--- src/hdl/clt_pkg.sv ---
// Shared types and constants for the command line tokenizer.
// No dependencies; every other source file imports this package.
package clt_pkg;

    typedef enum logic [2:0] {
        PH_KEYWORD = 3'd0,
        PH_ARGS    = 3'd1,
        PH_CRLF    = 3'd2,
        PH_OK      = 3'd3,
        PH_INVALID = 3'd4
    } phase_t;

    localparam logic [7:0] CH_NUL   = 8'h00;
    localparam logic [7:0] CH_TAB   = 8'h09;
    localparam logic [7:0] CH_LF    = 8'h0A;
    localparam logic [7:0] CH_CR    = 8'h0D;
    localparam logic [7:0] CH_SPACE = 8'h20;

    localparam logic CMD_PARSE   = 1'b0;
    localparam logic CMD_RESTART = 1'b1;

    typedef struct packed {
        logic       command;
        logic [7:0] data_byte;
    } clt_in_t;

    typedef struct packed {
        logic [2:0] status;
        logic       store_write;
        logic [8:0] store_index;
        logic [7:0] store_value;
        logic       clear_previous;
        logic [9:0] line_length;
        logic       first_arg_valid;
        logic [8:0] first_arg_offset;
        logic       second_arg_valid;
        logic [8:0] second_arg_offset;
    } clt_out_t;

endpackage

--- src/hdl/command_line_tokenizer.sv ---
// Command line tokenizer: takes one command line byte (or a restart command)
// per request and returns one result per request.
//
// Input channel (s_valid/s_ready/s_data): each request carries a command bit
// and a data byte. Command 0 parses the byte; command 1 restarts the parser.
// Result channel (m_valid/m_ready/m_data): one result per request, giving the
// line buffer write (index, value, zeroing of the previous slot), the phase,
// the line length and the recorded argument start positions.
//
// A result appears on m_valid in the cycle after its request is taken.
// Throughput: one request per cycle unless results stall; the parser step is
// a single pass of compares and a counter increment feeding the result
// register, and parser state updates in the same edge that takes the request.
//
// Reset (aresetn low, synchronous): the parser returns to keyword phase with
// an empty line and no argument starts; the result register empties.
//
// Stall: while m_ready is low and a result is held, s_ready drops so no
// request is lost; s_ready rises again in the cycle the result is taken.
module command_line_tokenizer import clt_pkg::*; #(
    parameter int LINE_CAPACITY = 512
) (
    input  logic     aclk,
    input  logic     aresetn,
    input  logic     s_valid,
    output logic     s_ready,
    input  clt_in_t  s_data,
    output logic     m_valid,
    input  logic     m_ready,
    output clt_out_t m_data
);

    logic     step_en;
    clt_out_t step_result;

    // accept a request only when the result register can take its result
    assign step_en = s_valid && s_ready;

    clt_parser #(
        .LINE_CAPACITY(LINE_CAPACITY)
    ) u_parser (
        .aclk    (aclk),
        .aresetn (aresetn),
        .step_en (step_en),
        .in_item (s_data),
        .result  (step_result)
    );

    clt_out_stage u_out (
        .aclk      (aclk),
        .aresetn   (aresetn),
        .load      (step_en),
        .load_data (step_result),
        .can_load  (s_ready),
        .m_valid   (m_valid),
        .m_ready   (m_ready),
        .m_data    (m_data)
    );

endmodule

--- src/hdl/clt_parser.sv ---
// Parser state registers and the combinational step logic for one request.
// Depends on clt_pkg.
module clt_parser import clt_pkg::*; #(
    parameter int LINE_CAPACITY = 512
) (
    input  logic     aclk,
    input  logic     aresetn,
    input  logic     step_en,
    input  clt_in_t  in_item,
    output clt_out_t result
);

    localparam int CNT_W = $clog2(LINE_CAPACITY + 1);
    localparam logic [CNT_W-1:0] CAP = CNT_W'(LINE_CAPACITY);

    phase_t           phase_reg, phase_next;
    phase_t           prior_reg, prior_next;
    logic [CNT_W-1:0] count_reg, count_next;
    logic             first_vld_reg, first_vld_next;
    logic [CNT_W-1:0] first_pos_reg, first_pos_next;
    logic             second_vld_reg, second_vld_next;
    logic [CNT_W-1:0] second_pos_reg, second_pos_next;

    logic             wr;
    logic [7:0]       val;
    logic             clr_prev;
    logic [7:0]       c;
    logic [CNT_W+9:0] idx_ext, len_ext, first_ext, second_ext;

    assign c = in_item.data_byte;

    always_comb begin
        phase_next      = phase_reg;
        prior_next      = prior_reg;
        count_next      = count_reg;
        first_vld_next  = first_vld_reg;
        first_pos_next  = first_pos_reg;
        second_vld_next = second_vld_reg;
        second_pos_next = second_pos_reg;
        wr              = 1'b0;
        val             = CH_NUL;
        clr_prev        = 1'b0;

        if (in_item.command == CMD_RESTART) begin
            phase_next      = PH_KEYWORD;
            prior_next      = PH_KEYWORD;
            count_next      = '0;
            first_vld_next  = 1'b0;
            first_pos_next  = '0;
            second_vld_next = 1'b0;
            second_pos_next = '0;
        end else if (count_reg != CAP) begin
            wr         = 1'b1;
            val        = c;
            count_next = count_reg + 1'b1;
            case (phase_reg)
                PH_KEYWORD: begin
                    if (c == CH_SPACE) begin
                        prior_next = PH_KEYWORD;
                        phase_next = PH_ARGS;
                        val        = CH_NUL;
                    end else if (c == CH_CR) begin
                        phase_next = PH_CRLF;
                        val        = CH_NUL;
                    end
                end
                PH_CRLF: begin
                    if (c == CH_LF) begin
                        if (prior_reg == PH_INVALID) begin
                            // drop the invalid line silently
                            phase_next      = PH_KEYWORD;
                            count_next      = '0;
                            first_vld_next  = 1'b0;
                            first_pos_next  = '0;
                            second_vld_next = 1'b0;
                            second_pos_next = '0;
                        end else begin
                            phase_next = PH_OK;
                            val        = CH_NUL;
                            clr_prev   = (count_reg != '0);
                        end
                    end else begin
                        phase_next = PH_INVALID;
                    end
                    prior_next = PH_CRLF;
                end
                PH_ARGS: begin
                    if (c != CH_SPACE && c != CH_TAB && c != CH_CR &&
                        prior_reg == PH_KEYWORD) begin
                        if (!first_vld_reg) begin
                            first_vld_next = 1'b1;
                            first_pos_next = count_reg;
                        end else begin
                            second_vld_next = 1'b1;
                            second_pos_next = count_reg;
                        end
                        prior_next = PH_ARGS;
                    end else if (c == CH_SPACE && prior_reg == PH_ARGS) begin
                        prior_next = PH_KEYWORD;
                        val        = CH_NUL;
                    end else if (c == CH_CR) begin
                        prior_next = PH_ARGS;
                        phase_next = PH_CRLF;
                    end
                end
                PH_INVALID: begin
                    prior_next = PH_INVALID;
                    phase_next = (c == CH_CR) ? PH_CRLF : PH_INVALID;
                end
                default: ;
            endcase
        end
    end

    always_comb begin
        idx_ext    = {{10{1'b0}}, count_reg};
        len_ext    = {{10{1'b0}}, count_next};
        first_ext  = {{10{1'b0}}, first_pos_next};
        second_ext = {{10{1'b0}}, second_pos_next};

        result.status            = (in_item.command == CMD_PARSE && count_reg == CAP) ?
                                   PH_INVALID : phase_next;
        result.store_write       = wr;
        result.store_index       = wr ? idx_ext[8:0] : 9'd0;
        result.store_value       = wr ? val : CH_NUL;
        result.clear_previous    = clr_prev;
        result.line_length       = len_ext[9:0];
        result.first_arg_valid   = first_vld_next;
        result.first_arg_offset  = first_vld_next ? first_ext[8:0] : 9'd0;
        result.second_arg_valid  = second_vld_next;
        result.second_arg_offset = second_vld_next ? second_ext[8:0] : 9'd0;
    end

    always_ff @(posedge aclk) begin
        if (!aresetn) begin
            phase_reg      <= PH_KEYWORD;
            prior_reg      <= PH_KEYWORD;
            count_reg      <= '0;
            first_vld_reg  <= 1'b0;
            first_pos_reg  <= '0;
            second_vld_reg <= 1'b0;
            second_pos_reg <= '0;
        end else if (step_en) begin
            phase_reg      <= phase_next;
            prior_reg      <= prior_next;
            count_reg      <= count_next;
            first_vld_reg  <= first_vld_next;
            first_pos_reg  <= first_pos_next;
            second_vld_reg <= second_vld_next;
            second_pos_reg <= second_pos_next;
        end
    end

endmodule

--- src/hdl/clt_out_stage.sv ---
// Result register with valid/ready handshake toward the receiver.
// Depends on clt_pkg.
module clt_out_stage import clt_pkg::*; (
    input  logic     aclk,
    input  logic     aresetn,
    input  logic     load,
    input  clt_out_t load_data,
    output logic     can_load,
    output logic     m_valid,
    input  logic     m_ready,
    output clt_out_t m_data
);

    logic     valid_reg, valid_next;
    clt_out_t data_reg;

    // a new result may enter when the register is empty or drains this cycle
    assign can_load   = !valid_reg || m_ready;
    assign valid_next = load || (valid_reg && !m_ready);

    always_ff @(posedge aclk) begin
        if (!aresetn) begin
            valid_reg <= 1'b0;
        end else begin
            valid_reg <= valid_next;
        end
    end

    always_ff @(posedge aclk) begin
        if (load) begin
            data_reg <= load_data;
        end
    end

    assign m_valid = valid_reg;
    assign m_data  = data_reg;

endmodule

--- config.mk ---
export PLATFORM = sky130hd
export DESIGN_NAME = command_line_tokenizer
export DESIGN_NICKNAME = d
export VERILOG_FILES = /design/src/hdl/clt_pkg.sv /design/src/hdl/command_line_tokenizer.sv /design/src/hdl/clt_parser.sv /design/src/hdl/clt_out_stage.sv
export SDC_FILE = /design/constraint.sdc
export NUM_CORES = 1
export LEC_CHECK = 0
export ABC_AREA = 1
export BUFFER_PORTS_ARGS = -buffer_cell sky130_fd_sc_hd__buf_2
export CAP_MARGIN = 20
export CORE_ASPECT_RATIO = 1.25
export CORE_MARGIN = 3
export CORE_UTILIZATION = 35
export DETAILED_ROUTE_END_ITERATION = 12
export PLACE_DENSITY = 0.59
export SLEW_MARGIN = 20
export SYNTH_ARGS = -nofsm -noshare
export SYNTH_HDL_FRONTEND = slang
export SYNTH_SLANG_ARGS = --single-unit
--- constraint.sdc ---
create_clock -name aclk -period 4 [get_ports aclk]
set_clock_uncertainty 0.1 [all_clocks]
set_input_delay 0.8 -clock aclk [delete_from_list [all_inputs] [get_ports aclk]]
set_output_delay 0.8 -clock aclk [all_outputs]
set_load 0.05 [all_outputs]
Yosys cells after proc, flatten, opt, wreduce, memory -nomap -nowiden
Cells that the tools add are included.
{"block": "totals", "input_bits": 13, "wordCells": 116, "regBits": 89, "output_inout_bits": 54}
{"block": "classes", "n_addsub": 1, "n_bitwise": 5, "muxes": 58, "n_reduce_logical": 19, "eq_ne": 15}
{"cell": "2-to-1 mux 9 bit", "n": 12}
{"cell": "2-to-1 mux 10 bit", "n": 5}
{"cell": "2-to-1 mux 8 bit", "n": 6}
{"cell": "2-to-1 mux 3 bit", "n": 14}
{"cell": "case mux 9 bit (2 select lines)", "n": 2}
{"cell": "case mux 3 bit (4 select lines)", "n": 2}
{"cell": "case mux 8 bit (3 select lines)", "n": 1}
{"cell": "== test 8 x 4 -> 1 bit (second input constant)", "n": 2}
{"cell": "inequality test 8 x 4 -> 1 bit (second input constant)", "n": 2}
{"cell": "2-to-1 mux 1 bit", "n": 13}
{"cell": "adder 10 x 1 -> 10 bit (second input constant)", "n": 1}
{"cell": "== test 10 bit (second input constant)", "n": 1}
{"cell": "inequality test 10 bit (second input constant)", "n": 1}
{"cell": "nonzero test 10 bit", "n": 1}
{"cell": "== test 8 x 6 -> 1 bit (second input constant)", "n": 1}
{"cell": "inequality test 8 x 6 -> 1 bit (second input constant)", "n": 1}
{"cell": "logical AND 1 bit", "n": 7}
{"cell": "== test 3 x 1 -> 1 bit (second input constant)", "n": 2}
{"cell": "== test 3 bit (second input constant)", "n": 2}
{"cell": "logical NOT 3 bit", "n": 2}
{"cell": "inequality test 5 x 2 -> 1 bit (second input constant)", "n": 1}
{"cell": "NOT 1 bit", "n": 5}
{"cell": "AND reduction 5 bit", "n": 1}
{"cell": "nonzero test 5 bit", "n": 1}
{"cell": "other kinds (9)", "n": 12}

Longest topological paths before layout
Gate-level depths: netlist of run 1.
{"block": "depth", "depth_word": 8, "ltp_mapped": 13, "mapped_depth_nobuf": 12}

By module
A second synthesis of run 1 with hierarchy kept.
{"block": "unflattened", "cells_unflattened": 601, "area_unflattened_um2": 4730.8}
{"module": "clt_parser", "cells_per_inst": 541, "area_each_um2": 3115.5, "instances": 1, "seq_area_each_um2": 720.7}
{"module": "clt_out_stage", "cells_per_inst": 58, "area_each_um2": 1607.8, "instances": 1, "seq_area_each_um2": 1581.5}
{"module": "command_line_tokenizer", "cells_per_inst": 2, "area_each_um2": 7.5, "instances": 1, "seq_area_each_um2": 0.0}

Worst setup path before layout of run 1
No wires, ideal clock.
{"block": "synth_path", "path_kind": "input-to-reg", "start": "in m_ready", "end": "reg u_out.data_reg (netlist bit u_out.m_data[0]), enable pin", "t_required_ns": 3.462, "cell_stages": 5, "path_buffers": 1, "arrival_time_ns": 3.161, "slack_ns": 0.301, "setup_time_ns": 0.438, "path_cell_list": "inv_1 nand2_1 nand2_1 inv_1 clkbuf_1"}
{"block": "synth_between", "elab_chain_len": 2}
{"element": "from (decl)", "line": "command_line_tokenizer.sv:29", "source": "input logic m_ready,"}
{"element": "logical OR 1 bit", "line": "clt_out_stage.sv:18", "source": "assign can_load = !valid_reg || m_ready;"}
{"element": "via s_ready", "line": "command_line_tokenizer.sv:26", "source": "output logic s_ready,"}
{"element": "logical AND 1 bit", "line": "command_line_tokenizer.sv:37", "source": "assign step_en = s_valid && s_ready;"}
{"element": "via step_en", "line": "command_line_tokenizer.sv:33", "source": "logic step_en;"}
{"element": "to (signal assigned)", "line": "clt_out_stage.sv:31", "source": "data_reg <= load_data;"}
{"element": "to (decl)", "line": "clt_out_stage.sv:15", "source": "clt_out_t data_reg;"}
The timed path passes the listed nets, and every way through them passes these cells.
A chain may end at the register's enable or synchronous reset.

Final worst setup path of run 1
{"block": "layout_path", "start": "reg u_parser.count_reg[0]", "end": "reg u_out.data_reg (netlist bit u_out.m_data[8]) (data pin)"}
{"block": "layout_between", "elab_chain_len": 3, "elab_cells_between_ends": 5, "classes_between": "eq/ne (1); mux (4)"}
{"element": "from (decl)", "line": "clt_parser.sv:18", "source": "logic [CNT_W-1:0] count_reg, count_next;"}
{"element": "from (signal assigned)", "line": "clt_parser.sv:146", "source": "count_reg <= count_next;"}
{"element": "inequality test 10 bit (*)", "line": "clt_parser.sv:52", "source": "end else if (count_reg != CAP) begin"}
{"element": "2-to-1 mux 9 bit or 2-to-1 mux 1 bit (tied branches)", "line": "clt_parser.sv:52"}
{"element": "2-to-1 mux 9 bit or 2-to-1 mux 1 bit (tied branches)", "line": "clt_parser.sv:44", "source": "if (in_item.command == CMD_RESTART) begin"}
Every way passes the cells marked *; elsewhere a longest branch is shown, timed or not.

==> results.py, run 1 <==
metrics = {
    "cts": {
        "root_buffer": "clkbuf_16",
        "cts.sinks": 89,
        "clk_path_buf_depth": 2,
        "cts_setup_buffers": 0,
        "clk_pin_slew_ns": 0.06,
        "cts_buffers": 9,
        "clk_latency_ns": 0.34,
        "ctsHoldBuffers": 0,
        "htree_num_levels": 3,
        "tritoncts": "done",
        "cts_resized": 0,
    },
    "sta": {
        "fin_tns_setup_ns": 0,
        "hold_violations": 0,
        "post-route-period-util_pct": 67.6,
        "rsz0062_at_grt": "false",
        "tightest_slew_ns": 0.912,
        "relSlewSlack_pct": 39.1,
        "max_freq_mhz": 370,
        "setup_violations": 0,
        "slew_viol_final": 0,
        "fin_crit_ns": 2.71,
    },
    "place": {
        "gp_congestion": 0.923,
        "dpl.hpwl_um": 8350,
        "numPortBuffers": 66,
    },
    "synth": {
        "ys.flop_type": "edfxtp_1",
        "synth_nets": 590,
        "synth_edf_count": 52,
        "ys_types": 38,
        "seq_area_frac_synth_pct": 49.5,
        "async_flop_share_pct": 0,
        "yosys_warnings": 0,
        "synth_area_per_cell_um2": 8.09,
        "yosys_register_bits": 89,
        "synthCells": 575,
        "syn_area_um2": 4650,
    },
    "die": {
        "dieHeight_um": 135,
        "die_width_um": 109,
        "io-pin-count": 67,
        "num_rows": 46,
        "start_util_pct": 36.3,
        "coreArea_um2": 12800,
        "dieArea_um2": 14700,
    },
    "critical_path": {
        "worstPathRequired_ns": 3.98,
        "cp_slowest_stage_delay_ns": 0.46,
        "crit_chain": "inv_1, ha_1, inv_1, nor3_4, nand3_4, nand2_4, a21oi_4, inv_4, nand2_2, nand2_1, nand2_1, nor2_2",
        "cp_max_fo": 12,
        "crit_type": "reg -> reg",
        "critical-path-top-delay-family": "simple AND/OR/NAND/NOR gates",
        "worst_path_max_delay_cell": "dfxtp_1",
        "cp.buffers_inverters": 3,
        "startpoint_type": "flip-flop",
        "cp.arrival_ns": 2.68,
        "endpoint_kind": "flip-flop",
    },
    "global_routing": {
        "antenna_found_initial": 0,
        "grt_max_degree": 60,
        "grt_pass1_wl_um": 18800,
        "gr-usage-all-layers_pct": 16.2,
        "gr-total-overflow": 0,
        "grt_pass1_vias": 3808,
    },
    "route": {
        "drc_errors": 0,
        "drtIter0Drc": 221,
        "detail_route.first_pass.iterations": 5,
        "viasPerCell": 4.89,
        "drt_wl_total_um": 11400,
        "final_antenna_net_count": 0,
        "route.vias.total": 3934,
        "avgRoutedWirePerCell_um": 14.2,
    },
    "finish": {
        "diodes": 0,
        "synthToLayoutAreaGrowth_pct": 15.8,
        "num-fill-cells": 1316,
        "largest_reg_flops": 52,
        "layout-drive-gt1-share_pct": 23.3,
        "final_util_pct": 42.0,
        "mostFrequentLayoutCells": "nand2_1, buf_2, inv_1",
        "final_common_cell": "nand2_1",
        "nets": 646,
    },
    "pwr": {
        "cellPowerDensity_nw_per_um2": 431,
        "ir_drop_mv": 0.157,
        "total_power_w": 0.00232,
        "power.leakage_nw": 2.29,
    },
    "job": {
        "drv_cap": 0,
    },
    "min_path": {
        "hp-class": "reg -> reg",
    },
    "status": {
        "status": "finished, final reports clean",
    },
}
worst reg2reg max path: stages, from the launching register on:
cell     delay (ns)
dfxtp_1        0.46
inv_1          0.10
ha_1           0.21
inv_1          0.12
nor3_4         0.06
nand3_4        0.15
nand2_4        0.11
a21oi_4        0.39
inv_4          0.11
nand2_2        0.07
nand2_1        0.04
nand2_1        0.45
nor2_2         0.06
cell families (layout without fill, tap and decap cells):
kind of cell,Yosys count,count (layout),synth area share (%)
AO/OA/AOI/OAI,111,111,13.1
adder cells (fa/ha/maj),2,2,0.538
flip-flops,89,89,49.5
buffers and inverters,104,165,9.03
XOR/XNOR,3,3,0.565
AND/OR/NAND/NOR,266,266,27.3
cell type report:
cell class / count / area [µm²] / area share (%)
Sequential cell: 89 / 2300 / 42.7
Multi-Input combinational cell: 382 / 1930 / 35.9
Timing Repair Buffer: 68 / 358 / 6.64
Inverter: 81 / 307 / 5.69
Clock buffer: 11 / 233 / 4.32
Tap cell: 168 / 210 / 3.90
Clock inverter: 5 / 46.3 / 0.859
worst paths after layout:
kind,from,end,slack (ns),cells past startpoint
worst max-delay path,u_parser.count_reg[0],u_out.m_data[8],1.29,12
worst min-delay path,u_parser.second_pos_reg[3],u_parser.second_pos_reg[3],0.38,2
worst max register to register,u_parser.count_reg[0],u_out.m_data[8],1.29,12
worst min register to register,u_parser.second_pos_reg[3],u_parser.second_pos_reg[3],0.38,2
routing by layer:
metal / wire, µm / up-vias / GRT usage (%)
li1: - / 1983 / -
met1: 4960 / 1850 / 20.0
met2: 5840 / 86 / 28.0
met3: 437 / 15 / 2.97
met4: 179 / 0 / 5.68
met5: 0 / - / 0
report_power, final:
| part | switching (W) | internal, W |
|---|---|---|
| clock | 0.000328 | 0.000477 |
| sequential | 0.0000367 | 0.00103 |
| combinational | 0.000342 | 0.000112 |
| total | 0.000707 | 0.00161 |
cell usage after synthesis, types with 2 or more instances:
library cell,count,share of area (%)
edfxtp_1,52,34
ha_1,2,0.54
inv_2,17,1.4
nor3_1,3,0.32
buf_6,2,0.48
inv_1,63,5.1
nand4_1,6,0.81
nand3_2,6,1.3
a21oi_1,40,4.3
o21ai_0,45,4.8
nor2_2,16,2.2
nor3_4,3,1.0
nor2_4,5,1.2
xor2_1,3,0.56
clkbuf_1,12,0.97
buf_2,6,0.65
o21ai_1,11,1.2
nor2_1,43,3.5
nand2_1,136,11
o21ai_2,4,0.75
o22ai_1,2,0.27
nand2_2,7,0.94
dfxtp_1,37,16
nand2_4,3,0.73
nand3_1,35,3.8
a21oi_2,4,0.75
metrics by stage:
step | cells | setup WS [ns] | hold slack [ns] | cell area (µm²)
after global placement | 788 | 1.08 | 0.365 | 5110
final | 804 | 1.29 | 0.383 | 5390
after detailed placement | 788 | 1.03 | 0.370 | 5110
after floorplan | 575 | 0.301 | 0.354 | 4650
after CTS | 804 | 1.28 | 0.380 | 5390
after global routing | 804 | 1.12 | 0.410 | 5390
Note: power is estimated with default switching activity, not from simulation.
==> run 2: changes to the inputs <==
==> constraint.sdc (replaced) <==
create_clock -name aclk -period 2.85 [get_ports aclk]
set_clock_uncertainty 0.1 [all_clocks]
set_input_delay 0.57 -clock aclk [delete_from_list [all_inputs] [get_ports aclk]]
set_output_delay 0.57 -clock aclk [all_outputs]
set_load 0.05 [all_outputs]
==> run 2 against run 1 <==
  * Die area is the same
  * Via count up 0.48%
  * First-iteration DRC count unchanged
  * Power increased by 39%
  * Sequential share of layout area decreased by 0.41 points
  * Sequential power is 41% higher
  * Wire length is 0.39% higher
  * Largest cell class unchanged
  * Highest routed layer unchanged
==> results.py, run 2 (synthesis gave the netlist of run 1 again) <==
metrics = {
    "status": {
        "status": "finished, final reports clean",
    },
    "cts": {
        "htree_num_levels": 3,
        "cts_buffers": 9,
        "ctsHoldBuffers": 0,
        "clk_latency_ns": 0.34,
        "clk_path_buf_depth": 2,
        "cts_setup_buffers": 0,
        "tritoncts": "done",
        "cts.sinks": 89,
        "clk_pin_slew_ns": 0.06,
        "cts_resized": 0,
        "root_buffer": "clkbuf_16",
    },
    "die": {
        "dieArea_um2": 14700,
        "die_width_um": 109,
        "coreArea_um2": 12800,
        "io-pin-count": 67,
        "dieHeight_um": 135,
        "num_rows": 46,
        "start_util_pct": 36.3,
    },
    "global_routing": {
        "grt_max_degree": 67,
        "gr-usage-all-layers_pct": 16.2,
        "grt_pass1_vias": 3780,
        "gr-total-overflow": 0,
        "grt_pass1_wl_um": 18600,
        "antenna_found_initial": 0,
    },
    "route": {
        "drtIter0Drc": 221,
        "viasPerCell": 4.87,
        "drc_errors": 0,
        "detail_route.first_pass.iterations": 5,
        "wl_met1_um": 4960,
        "route.vias.total": 3953,
        "wl_met2_um": 5680,
        "drt_wl_total_um": 11500,
        "final_antenna_net_count": 0,
        "maxUsedRoutingLayer": "met4",
        "avgRoutedWirePerCell_um": 14.1,
        "wl_met3_um": 503,
    },
    "finish": {
        "largest_reg_flops": 52,
        "layout-drive-gt1-share_pct": 24.2,
        "num-fill-cells": 1314,
        "nets": 654,
        "final_common_cell": "nand2_1",
        "mostFrequentLayoutCells": "nand2_1, buf_2, inv_1",
        "synthToLayoutAreaGrowth_pct": 16.9,
        "diodes": 0,
    },
    "critical_path": {
        "cp_slowest_stage_delay_ns": 0.45,
        "cp_max_fo": 11,
        "endpoint_kind": "flip-flop",
        "reg2reg_slack_ns": 0.67,
        "reg2reg_from": "u_parser.count_reg[0]",
        "r2r-end": "u_out.m_data[1]",
        "worstPathRequired_ns": 2.85,
        "cp-startpoint": "u_parser.count_reg[0]",
        "worst_path_max_delay_cell": "dfxtp_1",
        "worstSetupEndpoint": "u_out.m_data[1]",
        "crit_chain": "inv_1, ha_1, inv_1, nor3_4, nand3_4, nand2_4, a21oi_4, inv_4, nand2_2, nand2_1, nand2_1, buf_4, a21oi_2",
        "crit_type": "reg -> reg",
        "ff2ff_path_depth": 13,
        "cp.arrival_ns": 2.18,
        "startpoint_type": "flip-flop",
    },
    "pwr": {
        "power.leakage_nw": 2.32,
        "ir_drop_mv": 0.264,
        "cellPowerDensity_nw_per_um2": 592,
    },
    "min_path": {
        "hp-class": "in -> reg",
    },
    "sta": {
        "slew_viol_final": 0,
        "fin_tns_setup_ns": 0,
        "rsz0062_at_grt": "false",
        "tightest_slew_ns": 0.550,
        "hold_violations": 0,
        "setup_violations": 0,
        "hold_slack_ns": 0.372,
        "max_freq_mhz": 458,
        "post-route-period-util_pct": 76.6,
        "fin_crit_ns": 2.18,
        "relSlewSlack_pct": 63.2,
    },
    "job": {
        "drv_cap": 0,
    },
    "place": {
        "gp_congestion": 0.890,
        "numPortBuffers": 66,
        "dpl.hpwl_um": 8270,
    },
}
-- run 2: cell types whose count changed in the layout (fill, tap and decap cells not counted), sizes merged --
cell / before / now
buf: 68 / 76
bufinv: 1 / 0
clkbuf: 11 / 16
clkinv: 4 / 0
-- run 2: critical path, delay by kind of cell, from the launching register on --
| kind | cells | cell delay, ns |
|---|---|---|
| buffers and inverters | 4 | 0.48 |
| and+or+nand+nor | 6 | 0.47 |
| adders and majority gates | 1 | 0.21 |
| AOI/OAI and AO/OA | 2 | 0.21 |
| DFF | 1 | 0.45 |
-- run 2: power by group --
part / internal, W / switching [W] / total [W]
Sequential: 0.00144 / 0.0000479 / 0.00149
Clock: 0.000640 / 0.000444 / 0.00108
Combinational: 0.000167 / 0.000484 / 0.000650
Total: 0.00225 / 0.000976 / 0.00322
-- run 2: layout make-up --
cell class / instances / area, µm² / area share [%]
inverters: 81 / 307 / 5.63
repair buffers: 76 / 418 / 7.68
clock buffers: 16 / 272 / 4.99
multi-input cells: 382 / 1930 / 35.5
flip-flops and latches: 89 / 2300 / 42.3
well taps: 168 / 210 / 3.86
-- run 2: metal layers --
layer | track usage, % | up-vias
li1 | - | 1996
met1 | 19.6 | 1832
met2 | 27.5 | 99
met3 | 2.87 | 26
met4 | 8.00 | 0
met5 | 0 | -
-- run 2: worst min-delay path by stage --
stage          slack, ns                        from  depth (start not counted)                         end
2_1_floorplan       0.35  u_parser.second_pos_reg[0]                          2  u_parser.second_pos_reg[0]
3_3_place_gp        0.37  u_parser.second_pos_reg[6]                          2  u_parser.second_pos_reg[6]
3_5_place_dp        0.37  u_parser.second_pos_reg[6]                          2  u_parser.second_pos_reg[6]
4_1_cts             0.36                     s_valid                          3               u_out.m_valid
5_1_grt             0.38                     s_valid                          3               u_out.m_valid
6_report            0.37                     s_valid                          3               u_out.m_valid
-- run 2: metrics by stage --
step                      util [%]  instances  worst slack (ns)  power (W)  cell area [µm²]
after CTS                     42.4        812             0.636    0.00326             5440
after global placement        40.3        796             0.603    0.00216             5170
after global routing          42.4        812             0.533    0.00337             5440
after floorplan                  -        575             0.254    0.00201             4660
after detailed placement      40.3        796             0.562    0.00217             5170
final                         42.4        812             0.668    0.00322             5440
==> run 3: changes to the inputs <==
--- a/config.mk
+++ b/config.mk
@@ -5,14 +5,14 @@
 export SDC_FILE = /design/constraint.sdc
 export NUM_CORES = 1
 export LEC_CHECK = 0
-export ABC_AREA = 1
+export ABC_AREA = 0
 export BUFFER_PORTS_ARGS = -buffer_cell sky130_fd_sc_hd__buf_2
 export CAP_MARGIN = 20
 export CORE_ASPECT_RATIO = 1.25
 export CORE_MARGIN = 3
 export CORE_UTILIZATION = 35
 export DETAILED_ROUTE_END_ITERATION = 12
-export PLACE_DENSITY = 0.59
+export PLACE_DENSITY = 0.62
 export SLEW_MARGIN = 20
 export SYNTH_ARGS = -nofsm -noshare
 export SYNTH_HDL_FRONTEND = slang
==> constraint.sdc (replaced) <==
create_clock -name aclk -period 1.9 [get_ports aclk]
set_clock_uncertainty 0.1 [all_clocks]
set_input_delay 0.38 -clock aclk [delete_from_list [all_inputs] [get_ports aclk]]
set_output_delay 0.38 -clock aclk [all_outputs]
set_load 0.05 [all_outputs]
==> run 3 against run 2 <==
  * The flow now finishes with violations (setup timing)
  * Non-clock buffer count is 111 higher
  * Design area is 20% higher
  * Clock-buffer cell count is 5 lower
  * Largest cell class unchanged
  * Critical endpoint is now u_out.m_data[11]
  * Cell count is 5.5% lower
  * Via count is 2.9% higher
  * Setup slack worse by 0.91 ns
==> results.py, run 3 <==
metrics = {
    "critical_path": {
        "endpoint_kind": "flip-flop",
        "cp.arrival_ns": 2.24,
        "startpoint_type": "flip-flop",
        "worstPathRequired_ns": 2.00,
        "crit_chain": "inv_2, ha_4, or4b_4, nor3_4, buf_6, o21ai_2, a21o_1, buf_12, a21oi_4",
        "worst_path_max_delay_cell": "or4b_4",
        "cp_slowest_stage_delay_ns": 0.48,
        "crit_type": "reg -> reg",
        "cp_max_fo": 10,
    },
    "status": {
        "violations": "setup timing",
        "status": "finished, violations left",
    },
    "job": {
        "drv_cap": 0,
    },
    "synth": {
        "ys.flop_type": "edfxtp_1",
        "yosysTopAreaCell": "edfxtp_1",
        "syn_area_um2": 4290,
        "synth_nets": 447,
        "synth_edf_count": 52,
        "async_flop_share_pct": 0,
        "synth_top_area_share_pct": 36.4,
        "synthCells": 432,
        "yosys_register_bits": 89,
        "yosysMostFrequentCell": "edfxtp_1",
        "yosys_warnings": 0,
        "synthTopCellsByArea": "edfxtp_1, dfxtp_1, o21ai_0, nand2_1, a21oi_1",
        "ys_types": 66,
        "synth_area_per_cell_um2": 9.93,
        "synth_common_cells": "edfxtp_1, nand2_1, o21ai_0",
        "seq_area_frac_synth_pct": 53.7,
    },
    "die": {
        "num_rows": 44,
        "io-pin-count": 67,
        "dieArea_um2": 13600,
        "dieHeight_um": 130,
        "die_width_um": 105,
        "coreArea_um2": 11800,
        "start_util_pct": 36.4,
    },
    "global_routing": {
        "grt_pass1_wl_um": 20800,
        "grt_max_degree": 37,
        "antenna_found_initial": 0,
        "grt_pass1_vias": 3958,
        "gr-usage-all-layers_pct": 19.4,
        "gr-total-overflow": 0,
    },
    "min_path": {
        "hp-class": "in -> reg",
    },
    "finish": {
        "largest_reg_flops": 52,
        "final_common_cell": "buf_4",
        "diodes": 0,
        "final_util_pct": 55.3,
        "mostFrequentLayoutCells": "buf_4, buf_2, edfxtp_1",
        "multi_input_area_um2": 2260,
        "layout-drive-gt1-share_pct": 48.8,
        "num-fill-cells": 1064,
        "nets": 616,
        "synthToLayoutAreaGrowth_pct": 51.9,
        "seq_area_um2": 2310,
    },
    "cts": {
        "root_buffer": "clkbuf_16",
        "tritoncts": "done",
        "cts_buffers": 9,
        "clk_pin_slew_ns": 0.07,
        "htree_num_levels": 3,
        "cts.sinks": 89,
        "clk_path_buf_depth": 2,
        "clk_latency_ns": 0.35,
    },
    "sta": {
        "fin_ws_ns": -0.238,
        "relSlewSlack_pct": 68.5,
        "post-route-period-util_pct": 113,
        "setup_violations": 73,
        "rsz0062_at_grt": "true",
        "tightest_slew_ns": 0.468,
        "max_freq_mhz": 468,
        "hold_slack_ns": 0.273,
        "hold_violations": 0,
        "slew_viol_final": 0,
        "fin_crit_ns": 2.14,
    },
    "pwr": {
        "cellPowerDensity_nw_per_um2": 709,
        "ir_drop_mv": 0.392,
        "total_power_w": 0.00462,
        "power.leakage_nw": 2.50,
    },
    "route": {
        "route.vias.total": 4069,
        "drc_errors": 0,
        "avgRoutedWirePerCell_um": 16.8,
        "drtIter0Drc": 288,
        "viasPerCell": 5.31,
        "drt_wl_total_um": 12900,
        "final_antenna_net_count": 0,
        "detail_route.first_pass.iterations": 5,
    },
    "place": {
        "dpl.hpwl_um": 9180,
        "numPortBuffers": 66,
        "gp_congestion": 0.900,
    },
}
-- run 3: changes by cell type after synthesis, sizes merged, moves of 9 or more --
cell,change
nand2,-96
inv,-70
nor2,-39
nand3,-28
a21oi,-13
o21ai,-12
clkbuf,+9
-- run 3: layout make-up --
| class | count | share of cell area, % |
|---|---|---|
| clock buffer | 11 | 3.73 |
| clock inverter | 5 | 1.21 |
| inverter | 12 | 0.807 |
| multi-input combinational | 302 | 34.8 |
| sequential | 89 | 35.5 |
| tap | 161 | 3.09 |
| timing repair buffer | 187 | 20.9 |
-- run 3: worst max-delay path, delay by kind of cell (launching register included) --
family / cells / cell delay, ns
adder cells (fa/ha/maj): 1 / 0.13
buffers and inverters: 3 / 0.39
AO/OA/AOI/OAI: 3 / 0.37
flip-flops: 1 / 0.32
AND/OR/NAND/NOR: 2 / 0.68
-- run 3: repair_timing --
| action | in CTS | in global routing |
|---|---|---|
| setup buffers | 17 | 3 |
| hold buffers | 0 | 0 |
| gates resized for setup | 83 | 31 |
| pin swaps | 32 | 9 |
| endpoints found under the setup margin | 77 | 78 |
-- run 3: stage by stage --
stage                     cells  cell area [µm²]  TNS, ns  setup WS [ns]
final                       767             6520   -11.08         -0.238
after global placement      733             5680   -26.01         -0.470
after detailed placement    733             5680   -27.85         -0.529
after floorplan             432             4460    -5.35         -0.175
after global routing        767             6520   -16.06         -0.304
after CTS                   765             6390   -11.38         -0.238
-- run 3: path summary, 6_finish.rpt --
check	start	end	slack, ns	cells past startpoint
max	u_parser.count_reg[1]	u_out.m_data[11]	-0.24	9
min	aresetn	u_parser.phase_reg[0]	0.27	2
max reg2reg	u_parser.count_reg[1]	u_out.m_data[11]	-0.24	9
min reg2reg	u_parser.second_pos_reg[1]	u_parser.second_pos_reg[1]	0.37	1
-- run 3: per-layer routing --
layer,up-vias,global-route usage (%),routed length [µm]
met1,1970,23.5,5490
met3,22,3.22,528
met5,-,0,0
li1,1961,-,-
met2,116,33.7,6540
met4,0,9.34,363
-- run 3: where the power goes --
group,switching [W],internal (W)
Combinational,0.000410,0.000171
Sequential,0.0000150,0.00210
Clock,0.000741,0.00119
-- run 3: logic make-up after synthesis --
family          Yosys count  share of synthesized area [%]
simple gates            154                           19.7
compound gates          140                           20.9
flops                    89                           53.7
buf+inv                  41                           3.82
xor+xnor                  4                          0.817
mux                       2                          0.496
fa+ha+maj                 2                          0.583
